$ cat src/rtl/ebca_pkg.sv
// Shared types and constants for the 8-bit CPU ALU with flags.
`default_nettype none

package ebca_pkg;

    // Operation codes
    typedef enum logic [4:0] {
        OP_ADD   = 5'd0,
        OP_ADC   = 5'd1,
        OP_SUB   = 5'd2,
        OP_SBC   = 5'd3,
        OP_AND   = 5'd4,
        OP_XOR   = 5'd5,
        OP_OR    = 5'd6,
        OP_CP    = 5'd7,
        OP_INC   = 5'd8,
        OP_DEC   = 5'd9,
        OP_RLCA  = 5'd10,
        OP_RRCA  = 5'd11,
        OP_RLA   = 5'd12,
        OP_RRA   = 5'd13,
        OP_DAA   = 5'd14,
        OP_CPL   = 5'd15,
        OP_SCF   = 5'd16,
        OP_CCF   = 5'd17,
        OP_RLC   = 5'd18,
        OP_RRC   = 5'd19,
        OP_RL    = 5'd20,
        OP_RR    = 5'd21,
        OP_SLA   = 5'd22,
        OP_SRA   = 5'd23,
        OP_SWAP  = 5'd24,
        OP_SRL   = 5'd25,
        OP_BIT   = 5'd26,
        OP_RES   = 5'd27,
        OP_SET   = 5'd28,
        OP_ADD16 = 5'd29,
        OP_ADDSP = 5'd30
    } t_op;

    // Decimal adjust corrections and limits
    localparam logic [7:0]  DAA_HI_CORR = 8'h60;
    localparam logic [7:0]  DAA_LO_CORR = 8'h06;
    localparam logic [7:0]  BCD_BYTE_MAX = 8'h99;
    localparam logic [3:0]  BCD_NIB_MAX = 4'h9;
    // Bit mask seed for bit, res and set
    localparam logic [7:0]  BIT_SEED = 8'b0000_0001;
    // Low 12 bits of a 16-bit add (half carry out of bit 11)
    localparam logic [15:0] ADD16_H_MASK = 16'h0FFF;

    // One operation request
    typedef struct packed {
        t_op         op;
        logic [15:0] operand_a;
        logic [15:0] operand_b;
        logic [2:0]  bit_index;
        logic        zero_in;
        logic        subtract_in;
        logic        half_in;
        logic        carry_in;
    } t_req;

    // One operation result
    typedef struct packed {
        logic [15:0] result;
        logic        writes_back;
        logic        zero_out;
        logic        subtract_out;
        logic        half_out;
        logic        carry_out;
    } t_rsp;

endpackage

`default_nettype wire

$ cat src/rtl/ebca_req_if.sv
// Request channel interface: valid/ready handshake with the operation payload.
`default_nettype none

interface ebca_req_if;
    logic        valid;
    logic        ready;
    logic [4:0]  op;
    logic [15:0] operand_a;
    logic [15:0] operand_b;
    logic [2:0]  bit_index;
    logic        zero_in;
    logic        subtract_in;
    logic        half_in;
    logic        carry_in;

    modport source (
        output valid, op, operand_a, operand_b, bit_index,
               zero_in, subtract_in, half_in, carry_in,
        input  ready
    );

    modport sink (
        input  valid, op, operand_a, operand_b, bit_index,
               zero_in, subtract_in, half_in, carry_in,
        output ready
    );
endinterface

`default_nettype wire

$ cat src/rtl/ebca_rsp_if.sv
// Result channel interface: valid/ready handshake with the result payload.
`default_nettype none

interface ebca_rsp_if;
    logic        valid;
    logic        ready;
    logic [15:0] result;
    logic        writes_back;
    logic        zero_out;
    logic        subtract_out;
    logic        half_out;
    logic        carry_out;

    modport source (
        output valid, result, writes_back, zero_out, subtract_out, half_out, carry_out,
        input  ready
    );

    modport sink (
        input  valid, result, writes_back, zero_out, subtract_out, half_out, carry_out,
        output ready
    );
endinterface

`default_nettype wire

$ cat src/rtl/ebca_core.sv
// Combinational ALU datapath: one operation to result, write-back mark and flags.
`default_nettype none

module ebca_core (
    input  wire ebca_pkg::t_req i_req,
    output ebca_pkg::t_rsp o_rsp
);

    logic [7:0]  w_a;
    logic [7:0]  w_b;
    logic        w_cin;
    logic [8:0]  w_add9;
    logic [4:0]  w_addh;
    logic [8:0]  w_sub9;
    logic [4:0]  w_subh;
    logic [7:0]  w_mask;
    logic [7:0]  w_inc;
    logic [7:0]  w_dec;
    logic [16:0] w_add17;
    logic [12:0] w_add16h;
    logic [15:0] w_spext;
    logic [4:0]  w_sph;
    logic [8:0]  w_spc;
    logic        w_daa_hi;
    logic        w_daa_lo;
    logic [7:0]  w_daa;

    assign w_a = i_req.operand_a[7:0];
    assign w_b = i_req.operand_b[7:0];

    // Carry in only for adc and sbc
    assign w_cin = ((i_req.op == ebca_pkg::OP_ADC) || (i_req.op == ebca_pkg::OP_SBC))
                   ? i_req.carry_in : 1'b0;

    // 8-bit add and subtract with half carries
    assign w_add9 = {1'b0, w_a} + {1'b0, w_b} + {8'd0, w_cin};
    assign w_addh = {1'b0, w_a[3:0]} + {1'b0, w_b[3:0]} + {4'd0, w_cin};
    assign w_sub9 = {1'b0, w_a} - {1'b0, w_b} - {8'd0, w_cin};
    assign w_subh = {1'b0, w_a[3:0]} - {1'b0, w_b[3:0]} - {4'd0, w_cin};

    assign w_inc  = w_a + 8'd1;
    assign w_dec  = w_a - 8'd1;
    assign w_mask = ebca_pkg::BIT_SEED << i_req.bit_index;

    // 16-bit add, half carry out of bit 11
    assign w_add17  = {1'b0, i_req.operand_a} + {1'b0, i_req.operand_b};
    assign w_add16h = {1'b0, i_req.operand_a[11:0] & ebca_pkg::ADD16_H_MASK[11:0]}
                    + {1'b0, i_req.operand_b[11:0] & ebca_pkg::ADD16_H_MASK[11:0]};

    // sp plus signed byte; flags from the unsigned low-byte sum
    assign w_spext = i_req.operand_a + {{8{w_b[7]}}, w_b};
    assign w_sph   = {1'b0, i_req.operand_a[3:0]} + {1'b0, w_b[3:0]};
    assign w_spc   = {1'b0, i_req.operand_a[7:0]} + {1'b0, w_b};

    // Decimal adjust: high test on the original value
    assign w_daa_hi = i_req.carry_in || (w_a > ebca_pkg::BCD_BYTE_MAX);
    assign w_daa_lo = i_req.half_in || (w_a[3:0] > ebca_pkg::BCD_NIB_MAX);

    always_comb begin
        logic [7:0] v_r;
        v_r = w_a;
        if (!i_req.subtract_in) begin
            if (w_daa_hi) begin
                v_r = v_r + ebca_pkg::DAA_HI_CORR;
            end
            if (w_daa_lo) begin
                v_r = v_r + ebca_pkg::DAA_LO_CORR;
            end
        end else begin
            if (i_req.carry_in) begin
                v_r = v_r - ebca_pkg::DAA_HI_CORR;
            end
            if (i_req.half_in) begin
                v_r = v_r - ebca_pkg::DAA_LO_CORR;
            end
        end
        w_daa = v_r;
    end

    // Operation select
    always_comb begin
        logic [7:0] v_r;
        logic       v_c;
        v_r = w_a;
        v_c = i_req.carry_in;
        o_rsp.result       = {8'd0, w_a};
        o_rsp.writes_back  = 1'b1;
        o_rsp.zero_out     = i_req.zero_in;
        o_rsp.subtract_out = i_req.subtract_in;
        o_rsp.half_out     = i_req.half_in;
        o_rsp.carry_out    = i_req.carry_in;
        case (i_req.op)
            ebca_pkg::OP_ADD, ebca_pkg::OP_ADC: begin
                o_rsp.result       = {8'd0, w_add9[7:0]};
                o_rsp.zero_out     = (w_add9[7:0] == 8'd0);
                o_rsp.subtract_out = 1'b0;
                o_rsp.half_out     = w_addh[4];
                o_rsp.carry_out    = w_add9[8];
            end
            ebca_pkg::OP_SUB, ebca_pkg::OP_SBC, ebca_pkg::OP_CP: begin
                if (i_req.op != ebca_pkg::OP_CP) begin
                    o_rsp.result = {8'd0, w_sub9[7:0]};
                end
                o_rsp.writes_back  = (i_req.op != ebca_pkg::OP_CP);
                o_rsp.zero_out     = (w_sub9[7:0] == 8'd0);
                o_rsp.subtract_out = 1'b1;
                o_rsp.half_out     = w_subh[4];
                o_rsp.carry_out    = w_sub9[8];
            end
            ebca_pkg::OP_AND, ebca_pkg::OP_XOR, ebca_pkg::OP_OR: begin
                if (i_req.op == ebca_pkg::OP_AND) begin
                    v_r = w_a & w_b;
                end else if (i_req.op == ebca_pkg::OP_XOR) begin
                    v_r = w_a ^ w_b;
                end else begin
                    v_r = w_a | w_b;
                end
                o_rsp.result       = {8'd0, v_r};
                o_rsp.zero_out     = (v_r == 8'd0);
                o_rsp.subtract_out = 1'b0;
                o_rsp.half_out     = (i_req.op == ebca_pkg::OP_AND);
                o_rsp.carry_out    = 1'b0;
            end
            ebca_pkg::OP_INC: begin
                o_rsp.result       = {8'd0, w_inc};
                o_rsp.zero_out     = (w_inc == 8'd0);
                o_rsp.subtract_out = 1'b0;
                o_rsp.half_out     = (w_a[3:0] == 4'hF);
            end
            ebca_pkg::OP_DEC: begin
                o_rsp.result       = {8'd0, w_dec};
                o_rsp.zero_out     = (w_dec == 8'd0);
                o_rsp.subtract_out = 1'b1;
                o_rsp.half_out     = (w_a[3:0] == 4'h0);
            end
            ebca_pkg::OP_RLCA, ebca_pkg::OP_RRCA, ebca_pkg::OP_RLA, ebca_pkg::OP_RRA,
            ebca_pkg::OP_RLC, ebca_pkg::OP_RRC, ebca_pkg::OP_RL, ebca_pkg::OP_RR,
            ebca_pkg::OP_SLA, ebca_pkg::OP_SRA, ebca_pkg::OP_SWAP, ebca_pkg::OP_SRL: begin
                // Rotates and shifts; accumulator forms clear Z
                if ((i_req.op == ebca_pkg::OP_RLCA) || (i_req.op == ebca_pkg::OP_RLC)) begin
                    v_r = {w_a[6:0], w_a[7]};
                    v_c = w_a[7];
                end else if ((i_req.op == ebca_pkg::OP_RRCA) ||
                             (i_req.op == ebca_pkg::OP_RRC)) begin
                    v_r = {w_a[0], w_a[7:1]};
                    v_c = w_a[0];
                end else if ((i_req.op == ebca_pkg::OP_RLA) ||
                             (i_req.op == ebca_pkg::OP_RL)) begin
                    v_r = {w_a[6:0], i_req.carry_in};
                    v_c = w_a[7];
                end else if ((i_req.op == ebca_pkg::OP_RRA) ||
                             (i_req.op == ebca_pkg::OP_RR)) begin
                    v_r = {i_req.carry_in, w_a[7:1]};
                    v_c = w_a[0];
                end else if (i_req.op == ebca_pkg::OP_SLA) begin
                    v_r = {w_a[6:0], 1'b0};
                    v_c = w_a[7];
                end else if (i_req.op == ebca_pkg::OP_SRA) begin
                    v_r = {w_a[7], w_a[7:1]};
                    v_c = w_a[0];
                end else if (i_req.op == ebca_pkg::OP_SWAP) begin
                    v_r = {w_a[3:0], w_a[7:4]};
                    v_c = 1'b0;
                end else begin
                    v_r = {1'b0, w_a[7:1]};
                    v_c = w_a[0];
                end
                o_rsp.result       = {8'd0, v_r};
                o_rsp.zero_out     = (i_req.op >= ebca_pkg::OP_RLC) ? (v_r == 8'd0) : 1'b0;
                o_rsp.subtract_out = 1'b0;
                o_rsp.half_out     = 1'b0;
                o_rsp.carry_out    = v_c;
            end
            ebca_pkg::OP_DAA: begin
                o_rsp.result    = {8'd0, w_daa};
                o_rsp.zero_out  = (w_daa == 8'd0);
                o_rsp.half_out  = 1'b0;
                o_rsp.carry_out = i_req.subtract_in ? i_req.carry_in
                                                    : (i_req.carry_in || w_daa_hi);
            end
            ebca_pkg::OP_CPL: begin
                o_rsp.result       = {8'd0, ~w_a};
                o_rsp.subtract_out = 1'b1;
                o_rsp.half_out     = 1'b1;
            end
            ebca_pkg::OP_SCF, ebca_pkg::OP_CCF: begin
                o_rsp.writes_back  = 1'b0;
                o_rsp.subtract_out = 1'b0;
                o_rsp.half_out     = 1'b0;
                o_rsp.carry_out    = (i_req.op == ebca_pkg::OP_SCF) ? 1'b1 : ~i_req.carry_in;
            end
            ebca_pkg::OP_BIT: begin
                o_rsp.writes_back  = 1'b0;
                o_rsp.zero_out     = ((w_a & w_mask) == 8'd0);
                o_rsp.subtract_out = 1'b0;
                o_rsp.half_out     = 1'b1;
            end
            ebca_pkg::OP_RES: begin
                o_rsp.result = {8'd0, w_a & ~w_mask};
            end
            ebca_pkg::OP_SET: begin
                o_rsp.result = {8'd0, w_a | w_mask};
            end
            ebca_pkg::OP_ADD16: begin
                o_rsp.result       = w_add17[15:0];
                o_rsp.subtract_out = 1'b0;
                o_rsp.half_out     = w_add16h[12];
                o_rsp.carry_out    = w_add17[16];
            end
            ebca_pkg::OP_ADDSP: begin
                o_rsp.result       = w_spext;
                o_rsp.zero_out     = 1'b0;
                o_rsp.subtract_out = 1'b0;
                o_rsp.half_out     = w_sph[4];
                o_rsp.carry_out    = w_spc[8];
            end
            default: begin
                // Unused code: operand_a passes, nothing stored, flags kept
                o_rsp.result      = i_req.operand_a;
                o_rsp.writes_back = 1'b0;
            end
        endcase
    end

endmodule

`default_nettype wire

$ cat src/rtl/eight_bit_cpu_alu_with_flags.sv
// Top level of the 8-bit CPU ALU with flags: input register, datapath, result register.
//
// Usage:
//   i_req is the request channel (valid/ready): operation code, two 16-bit
//   operands, a bit index and the current Z/N/H/C flags. o_rsp is the result
//   channel (valid/ready): result, write-back mark and the new flags.
//   Every accepted request transaction yields exactly one result transaction,
//   in order.
// Path: a request passes the input register, then the result register, before
//   o_rsp.valid rises; a stall at the result register can hold it in between.
// Throughput: one transaction per cycle, sustained while o_rsp.ready stays high;
//   the whole operation is one pass through the datapath between the two registers.
// Stalls: when the receiver holds ready low, the result register holds its
//   transaction and the input register fills behind it; i_req.ready falls
//   only once both are full, and no transaction is dropped or repeated.
// Reset: synchronous, active low; clears both valid bits, so the block comes
//   up empty and ready.
`default_nettype none

module eight_bit_cpu_alu_with_flags (
    input  wire        i_clk,
    input  wire        i_rst_n,
    ebca_req_if.sink   i_req,
    ebca_rsp_if.source o_rsp
);

    logic             r_req_valid;
    logic             n_req_valid;
    ebca_pkg::t_req   r_req;
    logic             r_rsp_valid;
    logic             n_rsp_valid;
    ebca_pkg::t_rsp   r_rsp;
    ebca_pkg::t_rsp   w_rsp;
    logic             w_adv;
    logic             w_take;

    // Stage advance: result register empty or being drained
    assign w_adv       = !r_rsp_valid || o_rsp.ready;
    assign i_req.ready = !r_req_valid || w_adv;
    assign w_take      = i_req.valid && i_req.ready;

    assign n_req_valid = w_take || (r_req_valid && !w_adv);
    assign n_rsp_valid = w_adv ? r_req_valid : r_rsp_valid;

    // Datapath
    ebca_core u_core (
        .i_req (r_req),
        .o_rsp (w_rsp)
    );

    // Control state
    always_ff @(posedge i_clk) begin
        if (!i_rst_n) begin
            r_req_valid <= 1'b0;
            r_rsp_valid <= 1'b0;
        end else begin
            r_req_valid <= n_req_valid;
            r_rsp_valid <= n_rsp_valid;
        end
    end

    // Payload registers
    always_ff @(posedge i_clk) begin
        if (w_take) begin
            r_req.op          <= ebca_pkg::t_op'(i_req.op);
            r_req.operand_a   <= i_req.operand_a;
            r_req.operand_b   <= i_req.operand_b;
            r_req.bit_index   <= i_req.bit_index;
            r_req.zero_in     <= i_req.zero_in;
            r_req.subtract_in <= i_req.subtract_in;
            r_req.half_in     <= i_req.half_in;
            r_req.carry_in    <= i_req.carry_in;
        end
        if (w_adv && r_req_valid) begin
            r_rsp <= w_rsp;
        end
    end

    // Result channel
    assign o_rsp.valid        = r_rsp_valid;
    assign o_rsp.result       = r_rsp.result;
    assign o_rsp.writes_back  = r_rsp.writes_back;
    assign o_rsp.zero_out     = r_rsp.zero_out;
    assign o_rsp.subtract_out = r_rsp.subtract_out;
    assign o_rsp.half_out     = r_rsp.half_out;
    assign o_rsp.carry_out    = r_rsp.carry_out;

    // A held request moves into the result register on advance
    a_req_moves: assert property (@(posedge i_clk) disable iff (!i_rst_n)
        r_req_valid && w_adv |=> r_rsp_valid)
        else $error("request in input register was lost");

    // A stalled result is never overwritten
    a_rsp_held: assert property (@(posedge i_clk) disable iff (!i_rst_n)
        r_rsp_valid && !o_rsp.ready |=> r_rsp_valid && $stable(r_rsp))
        else $error("stalled result changed");

    // Compare and flag-only operations never store a result
    a_no_store: assert property (@(posedge i_clk) disable iff (!i_rst_n)
        r_req_valid && w_adv &&
        (r_req.op == ebca_pkg::OP_CP || r_req.op == ebca_pkg::OP_BIT ||
         r_req.op == ebca_pkg::OP_SCF || r_req.op == ebca_pkg::OP_CCF)
        |=> !r_rsp.writes_back)
        else $error("non-storing operation marked for write-back");

    // Input stays blocked only while both registers are full
    a_ready_full: assert property (@(posedge i_clk) disable iff (!i_rst_n)
        !i_req.ready |-> r_req_valid && r_rsp_valid)
        else $error("request blocked with a free register");

endmodule

`default_nettype wire
$ cat src/flat_wrapper.sv
// flat-port wrapper written by rule: the top's interface ports become plain ports
module eight_bit_cpu_alu_with_flags_flat 
  (i_clk, i_rst_n, i_req_valid, i_req_op, i_req_operand_a, i_req_operand_b, i_req_bit_index, i_req_zero_in, i_req_subtract_in, i_req_half_in, i_req_carry_in, i_req_ready, o_rsp_valid, o_rsp_result, o_rsp_writes_back, o_rsp_zero_out, o_rsp_subtract_out, o_rsp_half_out, o_rsp_carry_out, o_rsp_ready);
  ebca_req_if i_req_i ();
  ebca_rsp_if o_rsp_i ();
  input  wire i_clk;
  input  wire i_rst_n;
  input wire logic [$bits(i_req_i.valid)-1:0] i_req_valid;
  input wire logic [$bits(i_req_i.op)-1:0] i_req_op;
  input wire logic [$bits(i_req_i.operand_a)-1:0] i_req_operand_a;
  input wire logic [$bits(i_req_i.operand_b)-1:0] i_req_operand_b;
  input wire logic [$bits(i_req_i.bit_index)-1:0] i_req_bit_index;
  input wire logic [$bits(i_req_i.zero_in)-1:0] i_req_zero_in;
  input wire logic [$bits(i_req_i.subtract_in)-1:0] i_req_subtract_in;
  input wire logic [$bits(i_req_i.half_in)-1:0] i_req_half_in;
  input wire logic [$bits(i_req_i.carry_in)-1:0] i_req_carry_in;
  output wire logic [$bits(i_req_i.ready)-1:0] i_req_ready;
  output wire logic [$bits(o_rsp_i.valid)-1:0] o_rsp_valid;
  output wire logic [$bits(o_rsp_i.result)-1:0] o_rsp_result;
  output wire logic [$bits(o_rsp_i.writes_back)-1:0] o_rsp_writes_back;
  output wire logic [$bits(o_rsp_i.zero_out)-1:0] o_rsp_zero_out;
  output wire logic [$bits(o_rsp_i.subtract_out)-1:0] o_rsp_subtract_out;
  output wire logic [$bits(o_rsp_i.half_out)-1:0] o_rsp_half_out;
  output wire logic [$bits(o_rsp_i.carry_out)-1:0] o_rsp_carry_out;
  input wire logic [$bits(o_rsp_i.ready)-1:0] o_rsp_ready;
  assign i_req_i.valid = i_req_valid;
  assign i_req_i.op = i_req_op;
  assign i_req_i.operand_a = i_req_operand_a;
  assign i_req_i.operand_b = i_req_operand_b;
  assign i_req_i.bit_index = i_req_bit_index;
  assign i_req_i.zero_in = i_req_zero_in;
  assign i_req_i.subtract_in = i_req_subtract_in;
  assign i_req_i.half_in = i_req_half_in;
  assign i_req_i.carry_in = i_req_carry_in;
  assign i_req_ready = i_req_i.ready;
  assign o_rsp_valid = o_rsp_i.valid;
  assign o_rsp_result = o_rsp_i.result;
  assign o_rsp_writes_back = o_rsp_i.writes_back;
  assign o_rsp_zero_out = o_rsp_i.zero_out;
  assign o_rsp_subtract_out = o_rsp_i.subtract_out;
  assign o_rsp_half_out = o_rsp_i.half_out;
  assign o_rsp_carry_out = o_rsp_i.carry_out;
  assign o_rsp_i.ready = o_rsp_ready;
  eight_bit_cpu_alu_with_flags u_core (.i_clk(i_clk), .i_rst_n(i_rst_n), .i_req(i_req_i), .o_rsp(o_rsp_i));
endmodule
$ cat config.mk
export PLATFORM = sky130hd
export DESIGN_NAME = eight_bit_cpu_alu_with_flags_flat
export DESIGN_NICKNAME = d
export VERILOG_FILES = /design/src/rtl/ebca_pkg.sv /design/src/rtl/ebca_req_if.sv /design/src/rtl/ebca_rsp_if.sv /design/src/rtl/ebca_core.sv /design/src/rtl/eight_bit_cpu_alu_with_flags.sv /design/src/flat_wrapper.sv
export SDC_FILE = /design/constraint.sdc
export NUM_CORES = 1
export LEC_CHECK = 0
export BUFFER_PORTS_ARGS = -buffer_cell sky130_fd_sc_hd__buf_2
export CAP_MARGIN = 30
export CELL_PAD_IN_SITES_DETAIL_PLACEMENT = 0
export CELL_PAD_IN_SITES_GLOBAL_PLACEMENT = 1
export CORE_MARGIN = 2
export CORE_UTILIZATION = 35
export CTS_CLUSTER_SIZE = 14
export DETAILED_ROUTE_END_ITERATION = 10
export PLACE_DENSITY_LB_ADDON = 0.1
export SETUP_SLACK_MARGIN = 0.4
export SLEW_MARGIN = 30
export SYNTH_ARGS = -nofsm -noshare
export SYNTH_HDL_FRONTEND = slang
export SYNTH_HIERARCHICAL = 1
export SYNTH_SLANG_ARGS = --single-unit
$ cat constraint.sdc
create_clock -name i_clk -period 9.55 [get_ports i_clk]
set_input_delay 0.955 -clock i_clk [delete_from_list [all_inputs] [get_ports i_clk]]
set_output_delay 0.955 -clock i_clk [all_outputs]
set_load 0.01 [all_outputs]
==> metrics.yaml <==
run_status:
  status: "finished clean"
synthesis:
  synth-seq-area-share_pct: 29.0
  avgSynthCellArea_um2: 8.81
  syn_area_um2: 6870
  synth_most_common_cell: "nor2_1"
  synth_area_leaders: "edfxtp_1, ha_1, xnor2_1"
  yosys.area.top_type_share_pct: 28.4
  synth-seq-cells: 67
  synth_top_area_cell: "edfxtp_1"
  synth_warnings: 6
  yosys_most_used_dff: "edfxtp_1"
  synth_cells: 779
  async_flop_share_pct: 0
  synthDistinctLibCells: 90
  yosys-top-cells-count: "nor2_1, edfxtp_1, ha_1"
  synth-edff-count: 65
  syn_nets: 887
grt:
  grt_pass1_wl_um: 38600
  antenna_found_initial: 1
  grt_pass1_vias: 6246
  grt_start_max_net_pins: 45
  grt_usage_pct: 25.2
  overflow: 0
job:
  cap_violations: 0
worst_setup_path:
  critPathTopFamily: "simple AND/OR/NAND/NOR gates"
  crit_arrival_ns: 4.48
  cp-startpoint: "u_core/r_req[42]$_DFFE_PP_"
  critPathLaunchType: "register"
  worstPathRequired_ns: 9.61
  reg2reg_from: "u_core/r_req[42]$_DFFE_PP_"
  end_kind: "register"
  worst-path-buf-inv: 0
  crit_path_max_incr_delay_ns: 0.75
  path_cells: "or2_2 > or3_1 > fa_1 > fa_1 > o21ai_0 > nor2b_1 > xnor2_1 > a21oi_1 > o21ai_0 > nor3_1 > a22oi_1"
  critPathKind: "register to register"
  cpMaxStageDelayCell: "edfxtp_1"
  crit_fanout: 26
floorplanning:
  rows: 51
  die_width_um: 144
  ios: 71
  die-area_um2: 20800
  core_area_um2: 19300
  start_util_pct: 35.5
  die_h_um: 144
timing:
  fmax_ghz: 0.226
  rsz0062_at_grt: "no"
  post-route-period-util_pct: 46.3
  min_period_ns: 4.42
  finalWorstSetupSlack_ns: 5.13
  finalSetupViolations: 0
  fin_tns_setup_ns: 0
  skew_ns: 0.0111
  worst_slew_pin_slew_ns: 0.885
  maxSlewViolCount: 0
  relSlewSlack_pct: 41.0
  hold_viol: 0
placement:
  portBuffers: 70
  post-dp-hpwl_um: 19500
  gp_congestion: 0.950
  dp_slack_ns: 5.23
worst_hold_path:
  hold_path.class: "register to register"
  worstHoldStart: "u_core/o_rsp.valid$_SDFFE_PN0P_"
route:
  drcViolationCount: 0
  drt_iter0_drc: 896
  routedWlPerCell_um: 23.7
  ant_nets: 0
  viasPerCell: 6.07
  wirelength_um: 26000
  vias: 6673
  drt_pass1_iterations: 5
power_and_ir_drop:
  p_per_area_nw_per_um2: 136
  p_leak_nw: 2.95
  irDropWorstVdd_mv: 0.0739
cts:
  ctsResizeCount: 0
  cts-buffers-inserted: 9
  htree_levels: 3
  clk_latency_ns: 0.35
  post_cts_buffers: 0
  clockBufferDepth: 2
  cts_tree: "done"
  clkTransAtPathRegs_ns: 0.07
  clock-sinks: 67
  cts_root_buf: "clkbuf_16"
  hold_buffers: 0
final_layout:
  n_antenna_cell: 0
  nets: 938
  layout-drive-gt1-share_pct: 15.8
  area_growth_pct: 13.4
## where the power goes
group          internal [mW]  total, mW  leakage (nW)  switching (mW)
clock network          0.229      0.371         0.153           0.142
registers              0.345      0.366         0.640          0.0208
logic                  0.120      0.320          2.16           0.200
total                  0.694       1.06          2.95           0.362
## state kept, by name, indices dropped and copies added, names as in the netlist
signal,cells
u_core/o_rsp.subtract_out,1
u_core/o_rsp.zero_out,1
u_core/r_req,44
u_core/o_rsp.writes_back,1
u_core/o_rsp.result,16
u_core/o_rsp.valid,1
u_core/r_req_valid,1
u_core/o_rsp.half_out,1
u_core/o_rsp.carry_out,1
## cell type report
class                   count  area (µm²)
clock buffers              10         229
multi-input cells         634        4560
inverters                  34         128
well taps                 265         332
flip-flops and latches     67        1990
clock inverters             6        90.1
repair buffers             84         455
fillers                  1967       11600
## final timing paths
check	depth (start not counted)	slack [ns]	end
setup / recovery	11	5.13	u_core/o_rsp.result[4]$_DFFE_PP_
setup reg to reg	11	5.13	u_core/o_rsp.result[4]$_DFFE_PP_
hold reg to reg	2	0.53	u_core/r_req_valid$_SDFF_PN0_
hold / removal	2	0.53	u_core/r_req_valid$_SDFF_PN0_
## per-layer routing
metal  part of all wire, %  vias up  global-route usage, %
li1                      -     3094                      -
met1                    46     3246                   35.4
met2                    44      285                   38.6
met3                   6.8       48                   4.77
met4                   3.0        0                   9.13
met5                     0        -                      0
## kinds of logic after synthesis
kind of cell / share of synthesized area, %
AOI/OAI and AO/OA: 24.6
buffers and inverters: 4.88
and+or+nand+nor: 21.1
adders and majority gates: 11.3
muxes: 3.15
DFF: 29.0
xor gates and xnor gates: 5.99
## through the flow
stage                     cell area, µm²  total power, mW  util, %  cells  hold slack, ns
after floorplan                     6870            0.584        -    779           0.529
after global placement              7460            0.684     38.6   1084           0.508
after detailed placement            7460            0.685     38.6   1084           0.521
after CTS                           7780             1.06     40.2   1100           0.531
after global routing                7780             1.11     40.3   1100           0.549
final                               7780             1.06     40.3   1100           0.529
## layout by cell type, fill, tap and decap left out, types with 11 or more instances in the layout
master	synthesis	final
ha_1	57	57
edfxtp_1	65	65
nor3_1	34	33
or3_1	11	11
a21oi_1	39	38
buf_4	3	14
inv_1	31	31
nand2_1	51	51
nor2_1	67	67
buf_2	12	70
mux2i_1	16	16
a211oi_1	14	14
o21ai_0	33	33
a21o_1	11	11
xnor2_1	30	30
xor2_1	17	17
nand3_1	22	22
## worst reg2reg max path, delay by kind of cell (launching register included)
family	cells	cell delay, ns
AO/OA/AOI/OAI	4	0.87
flip-flops	1	0.75
XOR/XNOR	1	0.18
adder cells (fa/ha/maj)	2	0.90
AND/OR/NAND/NOR	4	1.45
(Power assumes the default switching activity.)
